<file path="src/rtl/sfd_pkg.sv">
`timescale 1ns / 1ps
// ----------------------------------------------------------------------------
// sfd_pkg
// Types and constants shared by the serial frame deframer modules.
// ----------------------------------------------------------------------------
package sfd_pkg;

  localparam logic [7:0] ByteAck = 8'h06;
  localparam logic [7:0] ByteSof = 8'h01;
  localparam logic [7:0] SumInit = 8'hff;
  localparam logic [7:0] MaxPayloadReset = 8'd254;

  typedef enum logic [1:0] {
    PH_IDLE  = 2'd0,
    PH_LEN   = 2'd1,
    PH_DATA  = 2'd2,
    PH_CHECK = 2'd3
  } phase_e;

  typedef enum logic [2:0] {
    KIND_DATA   = 3'd0,
    KIND_GOOD   = 3'd1,
    KIND_BADSUM = 3'd2,
    KIND_STRAY  = 3'd3,
    KIND_BADLEN = 3'd4
  } kind_e;

  typedef struct packed {
    kind_e      kind;
    logic [7:0] data;
  } result_t;

endpackage

</file>
<file path="src/rtl/sfd_out_buf.sv">
`timescale 1ns / 1ps
// ----------------------------------------------------------------------------
// sfd_out_buf
// Output register with a skid stage; full drives the upstream stall.
// ----------------------------------------------------------------------------
module sfd_out_buf import sfd_pkg::*; (
  input  logic    clk_i,
  input  logic    rst_ni,
  input  logic    in_valid_i,
  input  result_t in_data_i,
  output logic    full_o,
  output logic    out_valid_o,
  output result_t out_data_o,
  input  logic    out_stall_i
);

  logic    out_valid_q, out_valid_d;
  logic    skid_valid_q, skid_valid_d;
  result_t out_data_q, out_data_d;
  result_t skid_data_q, skid_data_d;
  logic    out_fire;

  assign out_fire = out_valid_q && !out_stall_i;

  always_comb begin
    out_valid_d  = out_valid_q;
    out_data_d   = out_data_q;
    skid_valid_d = skid_valid_q;
    skid_data_d  = skid_data_q;
    if (skid_valid_q) begin
      if (out_fire) begin
        out_data_d   = skid_data_q;
        skid_valid_d = 1'b0;
      end
    end else if (in_valid_i) begin
      if (!out_valid_q || out_fire) begin
        out_valid_d = 1'b1;
        out_data_d  = in_data_i;
      end else begin
        skid_valid_d = 1'b1;
        skid_data_d  = in_data_i;
      end
    end else if (out_fire) begin
      out_valid_d = 1'b0;
    end
  end

  always_ff @(posedge clk_i or negedge rst_ni) begin
    if (!rst_ni) begin
      out_valid_q  <= 1'b0;
      skid_valid_q <= 1'b0;
    end else begin
      out_valid_q  <= out_valid_d;
      skid_valid_q <= skid_valid_d;
    end
  end

  always_ff @(posedge clk_i) begin
    out_data_q  <= out_data_d;
    skid_data_q <= skid_data_d;
  end

  assign full_o      = skid_valid_q;
  assign out_valid_o = out_valid_q;
  assign out_data_o  = out_data_q;

  a_skid_needs_out: assert property (@(posedge clk_i) disable iff (!rst_ni)
    skid_valid_q |-> out_valid_q)
    else $error("skid word held without an output word");

  a_skid_drains: assert property (@(posedge clk_i) disable iff (!rst_ni)
    skid_valid_q && out_fire |=> out_valid_q && !skid_valid_q)
    else $error("skid word not moved to output");

endmodule

</file>
<file path="src/rtl/serial_frame_deframer.sv">
`timescale 1ns / 1ps
// ----------------------------------------------------------------------------
// serial_frame_deframer
// Splits received serial bytes into frames: start, length, payload and
// XOR checksum; reports payload bytes, frame status and stray bytes.
// ----------------------------------------------------------------------------
// Channel   Direction  Handshake               Word
// rx        in         rx_valid_i/rx_stall_o   rx_byte_i
// res       out        res_valid_o/res_stall_i kind_o, payload_byte_o
// cfg       in         APB psel/penable        max_payload at 0x0
//
// One byte per cycle while rx_stall_o is low; results are registered.
// The frame state updates in the cycle a byte is taken.
// rx_stall_o rises only when both output and skid registers hold words.
// Reset: idle, checksum 0xff, max_payload 254, no word pending.
// ----------------------------------------------------------------------------
module serial_frame_deframer import sfd_pkg::*; (
  input  logic        clk_i,
  input  logic        rst_ni,
  input  logic        rx_valid_i,
  output logic        rx_stall_o,
  input  logic [7:0]  rx_byte_i,
  output logic        res_valid_o,
  input  logic        res_stall_i,
  output logic [2:0]  kind_o,
  output logic [7:0]  payload_byte_o,
  input  logic        psel,
  input  logic        penable,
  input  logic        pwrite,
  input  logic [2:0]  paddr,
  input  logic [31:0] pwdata,
  output logic [31:0] prdata,
  output logic        pready
);

  phase_e     phase_q, phase_d;
  logic [7:0] bytes_left_q, bytes_left_d;
  logic [7:0] sum_q, sum_d;
  logic [7:0] max_payload_q;
  logic       rx_accept;
  logic       res_new;
  result_t    res_new_data;
  result_t    res_out;
  logic       buf_full;
  logic [7:0] count;
  logic [7:0] left_dec;

  assign pready = 1'b1;
  assign prdata = (paddr[2] == 1'b0) ? {24'd0, max_payload_q} : 32'd0;

  always_ff @(posedge clk_i or negedge rst_ni) begin
    if (!rst_ni) begin
      max_payload_q <= MaxPayloadReset;
    end else if (psel && penable && pwrite && pready && paddr[2] == 1'b0) begin
      max_payload_q <= pwdata[7:0];
    end
  end

  assign rx_accept = rx_valid_i && !rx_stall_o;
  assign count     = rx_byte_i - 8'd1;
  assign left_dec  = (bytes_left_q != 8'd0) ? bytes_left_q - 8'd1 : bytes_left_q;

  always_comb begin
    phase_d           = phase_q;
    bytes_left_d      = bytes_left_q;
    sum_d             = sum_q;
    res_new           = 1'b0;
    res_new_data.kind = KIND_STRAY;
    res_new_data.data = rx_byte_i;
    if (rx_accept) begin
      unique case (phase_q)
        PH_IDLE: begin
          if (rx_byte_i == ByteSof) begin
            sum_d        = SumInit;
            bytes_left_d = 8'd0;
            phase_d      = PH_LEN;
          end else if (rx_byte_i != ByteAck) begin
            res_new = 1'b1;
          end
        end
        PH_LEN: begin
          if (rx_byte_i == 8'd0 || count > max_payload_q) begin
            phase_d           = PH_IDLE;
            sum_d             = SumInit;
            res_new           = 1'b1;
            res_new_data.kind = KIND_BADLEN;
          end else begin
            sum_d        = sum_q ^ rx_byte_i;
            bytes_left_d = count;
            phase_d      = (count == 8'd0) ? PH_CHECK : PH_DATA;
          end
        end
        PH_DATA: begin
          sum_d             = sum_q ^ rx_byte_i;
          bytes_left_d      = left_dec;
          if (left_dec == 8'd0) begin
            phase_d = PH_CHECK;
          end
          res_new           = 1'b1;
          res_new_data.kind = KIND_DATA;
        end
        PH_CHECK: begin
          phase_d           = PH_IDLE;
          bytes_left_d      = 8'd0;
          sum_d             = SumInit;
          res_new           = 1'b1;
          res_new_data.kind = (rx_byte_i == sum_q) ? KIND_GOOD : KIND_BADSUM;
        end
        default: begin
          phase_d = PH_IDLE;
        end
      endcase
    end
  end

  always_ff @(posedge clk_i or negedge rst_ni) begin
    if (!rst_ni) begin
      phase_q      <= PH_IDLE;
      bytes_left_q <= 8'd0;
      sum_q        <= SumInit;
    end else begin
      phase_q      <= phase_d;
      bytes_left_q <= bytes_left_d;
      sum_q        <= sum_d;
    end
  end

  sfd_out_buf u_out_buf (
    .clk_i       (clk_i),
    .rst_ni      (rst_ni),
    .in_valid_i  (res_new),
    .in_data_i   (res_new_data),
    .full_o      (buf_full),
    .out_valid_o (res_valid_o),
    .out_data_o  (res_out),
    .out_stall_i (res_stall_i)
  );

  assign rx_stall_o     = buf_full;
  assign kind_o         = res_out.kind;
  assign payload_byte_o = res_out.data;

  a_data_has_left: assert property (@(posedge clk_i) disable iff (!rst_ni)
    phase_q == PH_DATA |-> bytes_left_q != 8'd0)
    else $error("payload phase with no bytes left");

  a_sof_opens: assert property (@(posedge clk_i) disable iff (!rst_ni)
    rx_accept && phase_q == PH_IDLE && rx_byte_i == ByteSof
    |=> phase_q == PH_LEN && sum_q == SumInit)
    else $error("start byte did not open a frame");

  a_check_closes: assert property (@(posedge clk_i) disable iff (!rst_ni)
    rx_accept && phase_q == PH_CHECK
    |=> phase_q == PH_IDLE && sum_q == SumInit && res_valid_o)
    else $error("checksum byte did not close the frame");

endmodule
</file>
<file path="config.mk">
export PLATFORM = sky130hd
export DESIGN_NAME = serial_frame_deframer
export DESIGN_NICKNAME = d
export VERILOG_FILES = /design/src/rtl/sfd_pkg.sv /design/src/rtl/sfd_out_buf.sv /design/src/rtl/serial_frame_deframer.sv
export SDC_FILE = /design/constraint.sdc
export NUM_CORES = 1
export LEC_CHECK = 0
export ABC_AREA = 1
export BUFFER_PORTS_ARGS = -buffer_cell sky130_fd_sc_hd__buf_4
export CORE_ASPECT_RATIO = 0.8
export CORE_MARGIN = 2
export CORE_UTILIZATION = 47
export DETAILED_ROUTE_END_ITERATION = 10
export HOLD_SLACK_MARGIN = 0.06
export PLACE_DENSITY = 0.88
export SLEW_MARGIN = 20
export SYNTH_ARGS = -nofsm -noshare
export SYNTH_HDL_FRONTEND = slang
export SYNTH_SLANG_ARGS = --single-unit
</file>
<file path="constraint.sdc">
create_clock -name clk_i -period 2 [get_ports clk_i]
set_input_delay 0.2 -clock clk_i [delete_from_list [all_inputs] [get_ports clk_i]]
set_output_delay 0.2 -clock clk_i [all_outputs]
set_load 0.02 [all_outputs]
</file>
Word-level counts from Yosys, hierarchy flattened --
Cells that the tools add are included. W data, S select, Z words.
Operators by class: order comparisons 1, muxes and demuxes 33, eq/ne operators 11, bitwise logic cells 4, add/subtract/negate cells 2, reductions and logical operators 25
Operators by type and width (number):
- $pmux W8 S4 | 2
- $mux W8 | 6
- $mux W11 | 4
- $logic_not A8 Y1 | 3
- $sub A8 B1 Y8 const B | 2
- $reduce_and A3 Y1 | 5
- $mux W1 | 12
- $pmux W3 S3 | 1
- $eq A8 B1 Y1 const B | 1
- $eq A8 B8 Y1 | 1
- $gt A8 B8 Y1 | 1
- $mux W2 | 4
- $ne A2 B2 Y1 const B | 4
- $ne A8 B3 Y1 const B | 1
- $pmux W2 S4 | 1
- $reduce_bool A8 Y1 | 1
- $xor A8 B8 Y8 | 1
- $mux W3 | 2
- $reduce_bool A2 Y1 | 3
- $logic_and A1 B1 Y1 | 5
- $eq A2 B2 Y1 const B | 2
- $logic_not A1 Y1 | 3
- $not A1 Y1 | 3
- $pmux W1 S3 | 1
- other kinds (6) | 7
Storage, ports and cells: bits in registers 50, input port bits 50, output and inout bits 46

Depth between registers and ports, before layout --
word-level depth 9, depth in mapped cells 21, gate-level depth less buffers 21

Hierarchy --
From an unflattened synthesis, not the netlist that was laid out.
Second synthesis, totals: cells, all modules 424, area, all modules 3375.7 sq um
Modules (own cells, without submodules):
- serial_frame_deframer | instances 1, area each 2463.6 sq um, cells each 350
- sfd_out_buf | instances 1, area each 912.1 sq um, cells each 74

Least setup slack after synthesis --
No wires, ideal clock.
kind in2reg, start point input port rx_byte_i[0], end point register u_out_buf.skid_data_q[0] in the netlist's numbering, enable pin, buffers on the path 0, slack -0.396 ns, arrival 2.057 ns, stages on the path 20, cells stage by stage inv_1 ha_1 nand2_1 inv_2 nand3_1 nand2_1 inv_1 ha_1 nand2_1 nor2_1 nand2_1 nand2_1 nand2_1 nand2_1 nand2_2 nand2_1 nand2_1 nand2_1 nand2_1 inv_1
Between the ends: cells in the longest elaborated chain, start to end 7, elaborated cells between the ends (all ways) 12, those cells by class 1 x add/sub; 1 x order compare; 2 x eq/ne; 5 x mux; 3 x reduce/logical
RTL lines:
- from (decl) | line serial_frame_deframer.sv:22 | input logic [7:0] rx_byte_i,
- $sub A8 B1 Y8 | line serial_frame_deframer.sv:60 | assign count = rx_byte_i - 8'd1;
- $gt A8 B8 Y1 | line serial_frame_deframer.sv:82 | if (rx_byte_i == 8'd0 || count > max_payload_q) begin
- $logic_or A1 B1 Y1 | line serial_frame_deframer.sv:82
- $mux W1 | line serial_frame_deframer.sv:82
- $pmux W1 S3 (*) | line serial_frame_deframer.sv:71 | unique case (phase_q)
- $mux W1 (*) | line serial_frame_deframer.sv:70 | if (rx_accept) begin
- $reduce_and A3 Y1 (no line) (*)
- to (signal assigned) | line sfd_out_buf.sv:60 | skid_data_q <= skid_data_d;
- to (decl) | line sfd_out_buf.sv:20 | result_t skid_data_q, skid_data_d;
Mark *: on every way between the ends. The rest lies on a longest branch, timed or not. A chain may end at the register's enable or synchronous reset.

Final worst setup path --
start point input port rx_byte_i[0], end point register u_out_buf.out_data_q (netlist bit u_out_buf.out_data_o[7]), enable pin
Between the ends: cells in the longest elaborated chain, start to end 8, elaborated cells between the ends (all ways) 13, those cells by class 1 x add/sub; 1 x order compare; 2 x eq/ne; 5 x mux; 4 x reduce/logical
RTL lines:
- $sub A8 B1 Y8 | line serial_frame_deframer.sv:60
- $gt A8 B8 Y1 | line serial_frame_deframer.sv:82
- $logic_or A1 B1 Y1 | line serial_frame_deframer.sv:82
- $mux W1 | line serial_frame_deframer.sv:82
- $pmux W1 S3 (*) | line serial_frame_deframer.sv:71
- $mux W1 (*) | line serial_frame_deframer.sv:70
- $reduce_bool A2 Y1 (no line) (*)
- $reduce_and A3 Y1 (no line) (*)
- to (signal assigned) | line sfd_out_buf.sv:59 | out_data_q <= out_data_d;
- to (decl) | line sfd_out_buf.sv:19 | result_t out_data_q, out_data_d;
Marks and branches as above.

==> flow_metrics.py <==
metrics = {
    "synth": {
        "yosysSeqAreaShare_pct": 42.0,
        "synthSimpleGateAreaFrac_pct": 26.3,
        "synthMuxAreaShare_pct": 0,
        "synth_warnings": 0,
        "synthXorXnorAreaFrac_pct": 3.20,
        "avgSynthCellArea_sq_um": 7.92,
        "synth_top_family_by_area": "simple AND/OR/NAND/NOR gates",
        "synth_flop_cell": "edfxtp_1",
        "synth-adder-area-share_pct": 6.85,
        "synth_most_common_cell": "nand2_1",
        "synth_area_sq_um": 3290,
        "ys_ff_latch": 50,
        "yosys.area.top_type": "edfxtp_1",
        "ys_top_cells_by_area": "edfxtp_1 20%, nand2_1 12%, dfstp_2 12%",
        "yosysUniqueCellTypes": 29,
        "synth_edf_count": 22,
        "synth_commonest_cells": "108 x nand2_1, 57 x inv_1, 36 x nor2_1, 26 x nand3_1, 25 x buf_4",
        "synth_top_area_share_pct": 20.1,
        "async_flop_share_pct": 56.0,
        "syn_inst": 415,
        "synth_compound_area_share_pct": 7.15,
    },
    "min_path": {
        "hold_path_class": "in -> reg",
    },
    "placed_design": {
        "place_congestion": 0.986,
        "dp_cells": 570,
        "place_ws_ps": -564,
        "dp_hpwl_microns": 5840,
        "placed_cell_area_sq_um": 3850,
        "io_buffers": 44,
    },
    "clock_network": {
        "clk_path_buf_depth": 2,
        "cts.htree.levels": 2,
        "clock_latency_ps": 310,
        "clock_sinks": 50,
        "clkTransAtPathRegs_ps": 100,
        "cts-root-buf": "clkbuf_8",
        "cts_buffers": 5,
        "cts_tree": "built",
    },
    "floorplan": {
        "start_util_pct": 48.2,
        "row_count": 27,
        "die_h_microns": 78.8,
        "core_area_sq_um": 6820,
        "dieArea_sq_um": 7690,
        "die_w_microns": 97.5,
        "pin_count": 96,
    },
    "detailed_routing": {
        "firstDrtPassIters": 6,
        "drt_wl_total_microns": 8970,
        "vias": 3069,
        "wl_per_cell_microns": 15.2,
        "drc_errors": 0,
        "drtAntennaViolNets": 0,
        "vias_per_cell": 5.19,
        "drtIter0Drc": 330,
    },
    "sta": {
        "tightest_slew_ps": 562,
        "finalHoldViolations": 0,
        "fmax_mhz": 449,
        "setup_violations": 39,
        "hold_ws_ps": 99.0,
        "rsz0062_at_grt": "yes",
        "maxSlewViolCount": 0,
        "slew_headroom_pct": 62.4,
        "finalWorstSetupSlack_ps": -227,
        "tns_ps": -4660,
        "fin_crit_ps": 2230,
        "clock_skew_ps": 8.93,
        "period_share_pct": 111,
    },
    "cells_and_area": {
        "area_growth_pct": 32.1,
        "fin_util_pct": 63.6,
        "diodes": 0,
        "finalNonFillerCells": 591,
        "finalInstanceArea_sq_um": 4340,
        "layout-drive-gt1-share_pct": 36.9,
        "nets": 571,
    },
    "setup_path": {
        "end_kind": "register",
        "crit_arrival_ps": 2290,
        "worstSetupPathType": "in -> reg",
        "crit_path_start_kind": "primary input",
        "cp.required_ps": 2060,
        "crit_fanout": 5,
    },
    "power": {
        "design_power_total_mw": 5.65,
        "vdd_drop_max_v": 0.000817,
        "power_density_nw_per_um2": 1300,
        "power_leakage_nw": 2.07,
    },
    "global_route": {
        "grt_pass1_vias": 2933,
        "antenna_found_initial": 0,
        "grt_pass1_wl_microns": 13600,
        "grt_overflow_total": 0,
        "grt_max_degree": 29,
        "track_usage_pct": 21.8,
    },
    "status": {
        "violations": "setup timing",
        "outcome": "finished, violations left",
    },
    "flow_run": {
        "drv_cap": 0,
    },
}
==> final cells by class <==
class	instances	area, sq um
flip-flops and latches	50	1380
multi-input cells	295	1810
repair inverters	2	13.8
inverters	60	243
well taps	87	109
repair buffers	89	691
fillers	525	2480
clock inverters	2	17.5
clock buffers	6	82.6
==> cells by family (layout without fill, tap and decap cells) <==
group                    after synthesis  count (layout)
AND/OR/NAND/NOR                      195             196
buffers and inverters                 94             159
flip-flops                            50              50
AO/OA/AOI/OAI                         44              44
adder cells (fa/ha/maj)               18              18
XOR/XNOR                              12              12
other                                  2              25
==> report_power, final <==
group	switching (mW)	leakage, nW	internal (mW)
registers	0.205	0.530	1.53
logic	2.07	1.49	1.21
clock network	0.357	0.0514	0.286
==> registers in the layout, indices dropped and copies added, names as in the netlist, named ones only <==
| name | count |
|---|---|
| bytes_left_q | 8 |
| max_payload_q | 8 |
| phase_q | 1 |
| sum_q | 8 |
| u_out_buf.full_o | 1 |
| u_out_buf.out_data_o | 11 |
| u_out_buf.out_valid_o | 1 |
| u_out_buf.skid_data_q | 11 |
==> repair_timing <==
| action | in CTS | in global routing |
|---|---|---|
| pin swaps | 21 | 27 |
| hold buffers | 1 | 0 |
| cloned | 2 | 1 |
| hold endpoints to repair | 13 | 0 |
| endpoints found under the setup margin | 42 | 48 |
| gates resized for setup | 37 | 34 |
| setup buffers | 6 | 3 |
==> per-layer routing <==
metal,global-route usage (%),share of wire (%),up-vias
li1,-,-,1441
met1,27.2,40,1409
met2,36.9,48,177
met3,5.46,7.4,42
met4,8.47,4.8,0
met5,0,0,-
==> layout by cell type, fill, tap and decap left out, drive strengths merged <==
cell / netlist / final
buf: 29 / 88
a21oi: 14 / 14
clkinvlp: 0 / 1
a21o: 1 / 1
dlygate4sd3: 0 / 1
nor2: 45 / 45
or2: 2 / 2
nor4: 2 / 2
nand4: 6 / 6
xor2: 10 / 10
nand2: 112 / 113
ha: 18 / 18
clkinv: 0 / 2
a22oi: 1 / 1
edfxtp: 22 / 22
o22ai: 8 / 8
nand3: 28 / 28
xnor2: 2 / 2
conb: 2 / 25
inv: 60 / 61
o21ai: 20 / 20
clkbuf: 5 / 6
dfstp: 15 / 15
dfrtp: 13 / 13
==> worst max-delay path: stages <==
cell and delay [ps]:
buf_4 130, inv_6 70, ha_4 150, nand2_2 70, nand2_1 110, nand2_1 150
ha_4 310, nand2_2 60, nor2_4 130, nand4_1 120, nand2_1 100, nand2_2 70
nand2_2 90, nand2_1 70, nand2_2 100, nand3_2 100, nand2_4 110, clkinvlp_4 140
==> worst paths after layout <==
path / slack (ps) / start / depth (start not counted) / end
setup / recovery: -230 / rx_byte_i[0] / 18 / u_out_buf.out_data_o[7]
min in group asynchronous: 380 / rst_ni / 2 / phase_q[0]
setup reg to reg: -190 / max_payload_q[4] / 13 / u_out_buf.out_data_o[7]
hold reg to reg: 520 / bytes_left_q[1] / 2 / bytes_left_q[1]
max in group asynchronous: 1290 / rst_ni / 2 / max_payload_q[6]
hold / removal: 100 / rx_byte_i[3] / 1 / u_out_buf.skid_data_q[3]
No activity file was read; power rests on OpenSTA's default activity.
